===== config.mk =====
export PLATFORM = sky130hd
export DESIGN_NAME = moving_average_filter_top
export DESIGN_NICKNAME = d
export VERILOG_FILES = /design/src/rtl/core/maf_pkg.sv /design/src/rtl/core/moving_average_filter_top.sv
export SDC_FILE = /design/constraint.sdc
export NUM_CORES = 2
export LEC_CHECK = 0
export BUFFER_PORTS_ARGS = -buffer_cell sky130_fd_sc_hd__buf_4
export CORE_AREA = 2 2 472 474
export CTS_CLUSTER_SIZE = 40
export DETAILED_ROUTE_END_ITERATION = 8
export DIE_AREA = 0 0 474 476
export PLACE_DENSITY = 0.51
export SLEW_MARGIN = 20
export SYNTH_ARGS = -nofsm -noshare
export SYNTH_HDL_FRONTEND = slang
export SYNTH_SLANG_ARGS = --single-unit

===== constraint.sdc =====
create_clock -name clk -period 6.8 [get_ports clk]
set_clock_uncertainty 0.1 [all_clocks]
set_input_delay 1.02 -clock clk [delete_from_list [all_inputs] [get_ports clk]]
set_output_delay 1.02 -clock clk [all_outputs]
set_load 0.1 [all_outputs]

===== src/rtl/core/maf_pkg.sv =====
`timescale 1ns / 1ps
package maf_pkg;

  // fixed field and register widths
  localparam int WIN_CFG_BITS     = 7;
  localparam logic [WIN_CFG_BITS-1:0] WIN_RESET = 7'd8;

  // running sum is kept wide so repeated shrink and grow never wraps it
  localparam int SUM_BITS         = 64;

  // defaults for the top level parameters
  localparam int MAX_WINDOW_DEF   = 64;
  localparam int SAMPLE_BITS_DEF  = 24;

  typedef enum logic [2:0] {
    ST_IDLE,
    ST_SUB,
    ST_PREP,
    ST_DIV,
    ST_DONE
  } maf_state_t;

endpackage


===== src/rtl/core/moving_average_filter_top.sv =====
`timescale 1ns / 1ps
// boxcar moving average over the last window_length samples
// input channel: sample and first_of_block, moved on in_valid high and in_stall low;
//   first_of_block clears the running sum and fill count before the sample counts
// output channel: average, moved on out_valid high and out_stall low; held while stalled
// config: cfg_we writes cfg_wdata into window_length (0 acts as 1, above MAX_WINDOW
//   acts as MAX_WINDOW); write only while no request is in flight
// after an accept the block steps through ST_SUB, ST_PREP, ST_DIV and ST_DONE before
//   the result reaches out_valid; one request is in flight at a time, so a new request
//   is taken only once the block is back in ST_IDLE
// ST_DIV runs the restoring divider, which retires one quotient bit
//   per cycle over the clamped sum magnitude
// a finished average sits in the output register, so the next request is accepted while
//   the receiver stalls; the block then waits in its last step until the register frees
// reset (rst, synchronous) clears sum, fill count, write pointer and output valid and
//   loads window_length with 8; the sample ring needs no clearing pass
module moving_average_filter_top import maf_pkg::*; #(
  parameter int MAX_WINDOW  = MAX_WINDOW_DEF,
  parameter int SAMPLE_BITS = SAMPLE_BITS_DEF
) (
  input  logic                          clk,
  input  logic                          rst,
  input  logic                          in_valid,
  output logic                          in_stall,
  input  logic signed [SAMPLE_BITS-1:0] sample,
  input  logic                          first_of_block,
  output logic                          out_valid,
  input  logic                          out_stall,
  output logic signed [SAMPLE_BITS-1:0] average,
  input  logic                          cfg_we,
  input  logic [WIN_CFG_BITS-1:0]       cfg_wdata
);

  // widths derived from the parameters
  localparam int AW     = $clog2(MAX_WINDOW);          // ring address
  localparam int CNT_W  = $clog2(MAX_WINDOW + 1);      // fill count and window
  localparam int WCMP_W = (CNT_W > WIN_CFG_BITS) ? CNT_W : WIN_CFG_BITS;
  localparam int K      = SAMPLE_BITS - 1 + CNT_W;     // divider dividend width
  localparam int DC_W   = $clog2(K);

  localparam logic [CNT_W-1:0] WMAX = CNT_W'(MAX_WINDOW);

  // ring memory
  logic signed [SAMPLE_BITS-1:0] ring [MAX_WINDOW];
  logic signed [SAMPLE_BITS-1:0] ring_rd;

  maf_state_t state, state_next;

  logic [WIN_CFG_BITS-1:0] window_length;
  logic signed [SUM_BITS-1:0] running_sum;
  logic [CNT_W-1:0] fill_count;
  logic [AW-1:0]    write_position;
  logic             sub_pending;

  // divider registers
  logic [K-1:0]     dvd;        // dividend in, quotient out
  logic [CNT_W:0]   rem;
  logic [DC_W-1:0]  div_cnt;
  logic             quot_neg;

  logic                          out_valid_r;
  logic signed [SAMPLE_BITS-1:0] average_r;

  // effective window
  logic [WCMP_W-1:0] cfg_ext;
  logic [CNT_W-1:0]  win_eff;

  always_comb begin
    cfg_ext = WCMP_W'(window_length);
    if (cfg_ext == '0) begin
      win_eff = CNT_W'(1);
    end else if (cfg_ext > WCMP_W'(MAX_WINDOW)) begin
      win_eff = WMAX;
    end else begin
      win_eff = CNT_W'(cfg_ext);
    end
  end

  // request acceptance and fill bookkeeping
  logic             in_take;
  logic [CNT_W-1:0] fill_base;
  logic             need_sub;
  logic [CNT_W-1:0] fill_upd;
  logic [AW-1:0]    old_addr;
  logic [AW-1:0]    wpos_upd;
  logic [CNT_W:0]   addr_tmp;
  logic signed [SUM_BITS-1:0] sum_base;

  assign in_stall = (state != ST_IDLE);
  assign in_take  = in_valid && !in_stall;

  always_comb begin
    fill_base = first_of_block ? '0 : fill_count;
    if (fill_base > win_eff) begin
      fill_base = win_eff;
    end
    need_sub = (fill_base >= win_eff);
    fill_upd = need_sub ? win_eff : fill_base + CNT_W'(1);

    // slot that leaves the window, modulo the ring depth
    if ((CNT_W + 1)'(write_position) >= (CNT_W + 1)'(win_eff)) begin
      addr_tmp = (CNT_W + 1)'(write_position) - (CNT_W + 1)'(win_eff);
    end else begin
      addr_tmp = (CNT_W + 1)'(write_position) + (CNT_W + 1)'(MAX_WINDOW)
               - (CNT_W + 1)'(win_eff);
    end
    old_addr = addr_tmp[AW-1:0];

    wpos_upd = (write_position == AW'(MAX_WINDOW - 1)) ? '0 : write_position + AW'(1);
    sum_base = first_of_block ? '0 : running_sum;
  end

  // ring read happens before the write at the same slot, so a full-length window
  // still sees the outgoing sample
  always_ff @(posedge clk) begin
    if (in_take) begin
      ring[write_position] <= sample;
      ring_rd              <= ring[old_addr];
    end
  end

  // magnitude of the sum, clamped so the dividend fits K bits; a clamped value
  // still divides to something that saturates
  logic [SUM_BITS-1:0] sum_mag;
  logic [K-1:0]        dvd_load;

  always_comb begin
    sum_mag = running_sum[SUM_BITS-1] ? (~running_sum + 1'b1) : running_sum;
    if (sum_mag[SUM_BITS-1:K] != '0) begin
      dvd_load = '1;
    end else begin
      dvd_load = sum_mag[K-1:0];
    end
  end

  // one restoring divide step
  logic [CNT_W:0] rem_sh;
  logic           rem_ge;

  always_comb begin
    rem_sh = {rem[CNT_W-1:0], dvd[K-1]};
    rem_ge = (rem_sh >= {1'b0, fill_count});
  end

  // saturate and apply the sign
  logic                          q_big;
  logic signed [SAMPLE_BITS-1:0] q_res;

  always_comb begin
    q_big = (dvd[K-1:SAMPLE_BITS-1] != '0);
    if (quot_neg) begin
      q_res = q_big ? {1'b1, {(SAMPLE_BITS-1){1'b0}}} : -dvd[SAMPLE_BITS-1:0];
    end else begin
      q_res = q_big ? {1'b0, {(SAMPLE_BITS-1){1'b1}}} : dvd[SAMPLE_BITS-1:0];
    end
  end

  logic out_free;
  assign out_free = !out_valid_r || !out_stall;

  // sequencer
  always_ff @(posedge clk) begin
    if (rst) begin
      state <= ST_IDLE;
    end else begin
      state <= state_next;
    end
  end

  always_comb begin
    state_next = state;
    unique case (state)
      ST_IDLE: begin
        if (in_take) begin
          state_next = ST_SUB;
        end
      end
      ST_SUB:  state_next = ST_PREP;
      ST_PREP: state_next = ST_DIV;
      ST_DIV: begin
        if (div_cnt == DC_W'(K - 1)) begin
          state_next = ST_DONE;
        end
      end
      ST_DONE: begin
        if (out_free) begin
          state_next = ST_IDLE;
        end
      end
      default: state_next = ST_IDLE;
    endcase
  end

  // control state
  always_ff @(posedge clk) begin
    if (rst) begin
      window_length  <= WIN_RESET;
      running_sum    <= '0;
      fill_count     <= '0;
      write_position <= '0;
      out_valid_r    <= 1'b0;
    end else begin
      if (cfg_we) begin
        window_length <= cfg_wdata;
      end
      if (in_take) begin
        running_sum    <= sum_base + SUM_BITS'(sample);
        fill_count     <= fill_upd;
        write_position <= wpos_upd;
      end else if (state == ST_SUB && sub_pending) begin
        running_sum <= running_sum - SUM_BITS'(ring_rd);
      end
      if (state == ST_DONE && out_free) begin
        out_valid_r <= 1'b1;
      end else if (!out_stall) begin
        out_valid_r <= 1'b0;
      end
    end
  end

  // datapath registers
  always_ff @(posedge clk) begin
    if (in_take) begin
      sub_pending <= need_sub;
    end
    unique case (state)
      ST_PREP: begin
        dvd      <= dvd_load;
        rem      <= '0;
        div_cnt  <= '0;
        quot_neg <= running_sum[SUM_BITS-1];
      end
      ST_DIV: begin
        dvd     <= {dvd[K-2:0], rem_ge};
        rem     <= rem_ge ? rem_sh - {1'b0, fill_count} : rem_sh;
        div_cnt <= div_cnt + DC_W'(1);
      end
      ST_DONE: begin
        if (out_free) begin
          average_r <= q_res;
        end
      end
      default: begin
      end
    endcase
  end

  assign out_valid = out_valid_r;
  assign average   = average_r;

endmodule


==> metrics.csv <==
metric,value,unit
swShare,28.8,%
hp-class,in -> reg,
max_freq,0.184,GHz
run_status,completed,
clk_pin_slew_worst_paths,0.06,ns
fp.dieW,474,µm
cp-startpoint,running_sum[0]$_SDFFE_PP0P_,
num_vias,43200,
power.leakage,28.6,nW
numCtsBuffers,185,
wl_per_cell,27.7,µm
grt_pass1_wl,317000,µm
instances_no_fill,7948,
r2r_start,running_sum[0]$_SDFFE_PP0P_,
gp_congestion,0.869,
cp_data_arrival_time,5.99,ns
min_to,cfg_ext[3]$_SDFFE_PP1P_,
cts_sinks,1716,
io_pins,63,
antenna_found_initial,16,
powerDensity,314,nW/µm²
p_comb_share,21.3,%
p_clk_share,35.5,%
synth_area,76800,µm²
rsz0062_at_grt,false,
clock_latency,0.84,ns
die_h,476,µm
fp.coreArea,221000,µm²
reg2reg_slack,1.37,ns
routed_wl,220000,µm
p_int,19.7,mW
worst_ep_required_time,7.36,ns
drtIter0Drc,4523,
cts_root_buf,clkbuf_16,
postCtsResizedCells,0,
min-delay-start,cfg_wdata[3],
synth_warnings,0,
synthCells,4683,
period_needed,5.43,ns
endpoint_kind,flip-flop,
min_path_cells,3,
synth-seq-cells,1716,
syn_nets,4882,
syn2layout_area_growth,14.6,%
slew_violations,0,
track_usage,19.5,%
drt_pass1_iterations,5,
ff_latch_area,50600,µm²
synth_edf_count,1628,
worst_r2r_path_depth,17,
synth_seq_area_share,66.0,%
r2r_end,running_sum[58]$_SDFFE_PP0P_,
ctsHoldBuffers,0,
p_seq_share,43.3,%
place.detailed.hpwl,135000,µm
maxCapViolCount,0,
initial_utilization,34.7,%
grt_pass1_vias,43800,
switchingPower,7.97,mW
gr-total-overflow,0,
synth.avg_cell_area,16.4,µm²
ir_drop,274,µV
cp-start-kind,flip-flop,
drc,0,
htreeDepth,4,
finalNetCount,5014,
fillCellCount,20200,
die_area,226000,µm²
dp.cells,7596,
layout-drive-gt1-share,21.7,%
via_per_inst,5.44,
grt_max_degree,69,
setup_viol,0,
final_antenna_net_count,0,
synth_cell_type_count,79,
synthFlopType,edfxtp_1,
slew_headroom,24.2,%
synthArstFlopShare,0,%
finalSetupTns,0,ns
port_buffers,62,
multi_input_area,25300,µm²
num_rows,173,
min_period_over_period,79.9,%
cts_tree,done,
crit_type,reg -> reg,
path_max_fanout,4,
worst_slew_pin_slew,1.13,ns
post-cts-setup-buffer-count,0,
finalHoldViolations,0,
cts_buffer_depth,3,
==> power groups by stage <==
stage | clock network, mW | logic, mW | registers (mW)
final | 9.81 | 5.88 | 12.0
after global routing | 10.4 | 6.32 | 12.0
after CTS | 10.0 | 5.92 | 12.0
after detailed placement | 0 | 5.90 | 12.2
after global placement | 0 | 5.90 | 12.2
after floorplan | 0 | 3.99 | 12.0
==> logic make-up after synthesis <==
logic type               share of synthesized area [%]
buffers and inverters                             1.80
adder cells (fa/ha/maj)                           2.68
AO/OA/AOI/OAI                                     6.91
AND/OR/NAND/NOR                                   5.92
multiplexers                                      14.7
flip-flops                                        66.0
XOR/XNOR                                          1.97
==> critical path, stage by stage (launching register included) <==
cell and delay, ns:
dfxtp_1 0.36, inv_1 0.15, nor2_1 0.14, ha_1 0.20, inv_1 0.07, fa_1 0.43, nor2b_1 0.16, o31ai_1 0.13
a211oi_1 0.63, o311ai_0 0.33, o211a_1 0.24, nor4_1 0.29, nor3b_1 0.09, buf_4 0.16, o31ai_1 0.82, a21boi_0 0.37
and3_1 0.27, a2111oi_0 0.36
==> placed cells by master (no fill, tap or decap), drive strengths merged, types with 13 or more instances in the layout <==
| master | netlist | layout |
|---|---|---|
| edfxtp | 1628 | 1628 |
| mux4 | 480 | 480 |
| nor2 | 324 | 324 |
| a21oi | 261 | 261 |
| clkbuf | 201 | 238 |
| buf | 62 | 208 |
| nand2 | 200 | 200 |
| ha | 158 | 158 |
| o21ai | 124 | 124 |
| nor2b | 105 | 105 |
| inv | 97 | 101 |
| a21o | 97 | 97 |
| dfxtp | 88 | 88 |
| xor2 | 87 | 87 |
| xnor2 | 86 | 86 |
| clkinv | 1 | 86 |
| a211oi | 68 | 68 |
| nor3 | 56 | 56 |
| nand3 | 52 | 52 |
| mux2i | 49 | 49 |
| nand4 | 41 | 41 |
| o21bai | 29 | 29 |
| nand2b | 27 | 27 |
| or3 | 26 | 26 |
| nor4 | 25 | 25 |
| o31ai | 24 | 24 |
| o211ai | 23 | 23 |
| a31oi | 21 | 21 |
| a2111oi | 21 | 21 |
| or4 | 15 | 15 |
| and3 | 14 | 14 |
| or2 | 13 | 13 |
| a221oi | 13 | 13 |
| o22ai | 13 | 13 |
==> per-stage QoR <==
stage / total power [mW] / setup slack (ns) / area, µm² / hold WS (ns) / utilization (%)
final: 27.7 / 1.37 / 88000 / 0.366 / 39.8
after global routing: 28.7 / 0.908 / 87900 / 0.336 / 39.8
after CTS: 27.9 / 1.32 / 87700 / 0.304 / 39.7
after detailed placement: 18.1 / 0.648 / 81800 / 0.398 / 37.0
after global placement: 18.1 / 0.554 / 81700 / 0.396 / 37.0
after floorplan: 16.0 / 1.50 / 76800 / 0.329 / -
==> final cells by class <==
type	count	area share, %
sequential	1716	57.6
multi-input combinational	2606	28.8
clock buffer	238	5.56
tap	2975	4.23
timing repair buffer	208	2.28
clock inverter	103	1.14
inverter	98	0.421
antenna	4	0.0114
==> worst max-delay path by stage <==
| stage | endpoint | slack [ns] | cells after the start |
|---|---|---|---|
| after floorplan | fill_count[5]$_SDFFE_PP0P_ | 1.50 | 20 |
| after global placement | running_sum[58]$_SDFFE_PP0P_ | 0.55 | 17 |
| after detailed placement | running_sum[58]$_SDFFE_PP0P_ | 0.65 | 17 |
| after CTS | running_sum[58]$_SDFFE_PP0P_ | 1.32 | 17 |
| after global routing | running_sum[58]$_SDFFE_PP0P_ | 0.91 | 17 |
| final | running_sum[58]$_SDFFE_PP0P_ | 1.37 | 17 |
==> sequential cells by signal, summed over array words and instances (netlist names) <==
signal	cells
ring	1536
running_sum	64
dvd	30
average	24
ring_rd	24
cfg_ext	7
fill_count	7
rem	7
write_position	6
div_cnt	5
state	3
out_valid	1
quot_neg	1
sub_pending	1
==> Yosys cell counts (all sizes together) (27+ instances only) <==
cell	number	area [µm²]
a21o	97	728
nor2b	105	657
nand4	41	257
a21oi	261	1420
nor2	324	1220
mux4	480	10800
mux2i	49	490
edfxtp	1628	48900
inv	97	364
clkbuf	201	754
o21bai	29	218
nand2b	27	169
xor2	87	762
buf	62	259
dfxtp	88	1760
o21ai	124	621
nor3	56	280
nand2	200	751
xnor2	86	753
ha	158	1980
a211oi	68	515
nand3	52	260
==> routing by layer <==
| metal | up-vias | share of wire, % | track usage [%] |
|---|---|---|---|
| met4 | 4 | 2.2 | 4.63 |
| met3 | 271 | 5.7 | 3.15 |
| met2 | 1211 | 48 | 31.9 |
| li1 | 19100 | - | - |
| met1 | 22600 | 44 | 27.2 |
| met5 | - | 0.010 | 0 |
No activity file was read; power rests on OpenSTA's default activity.
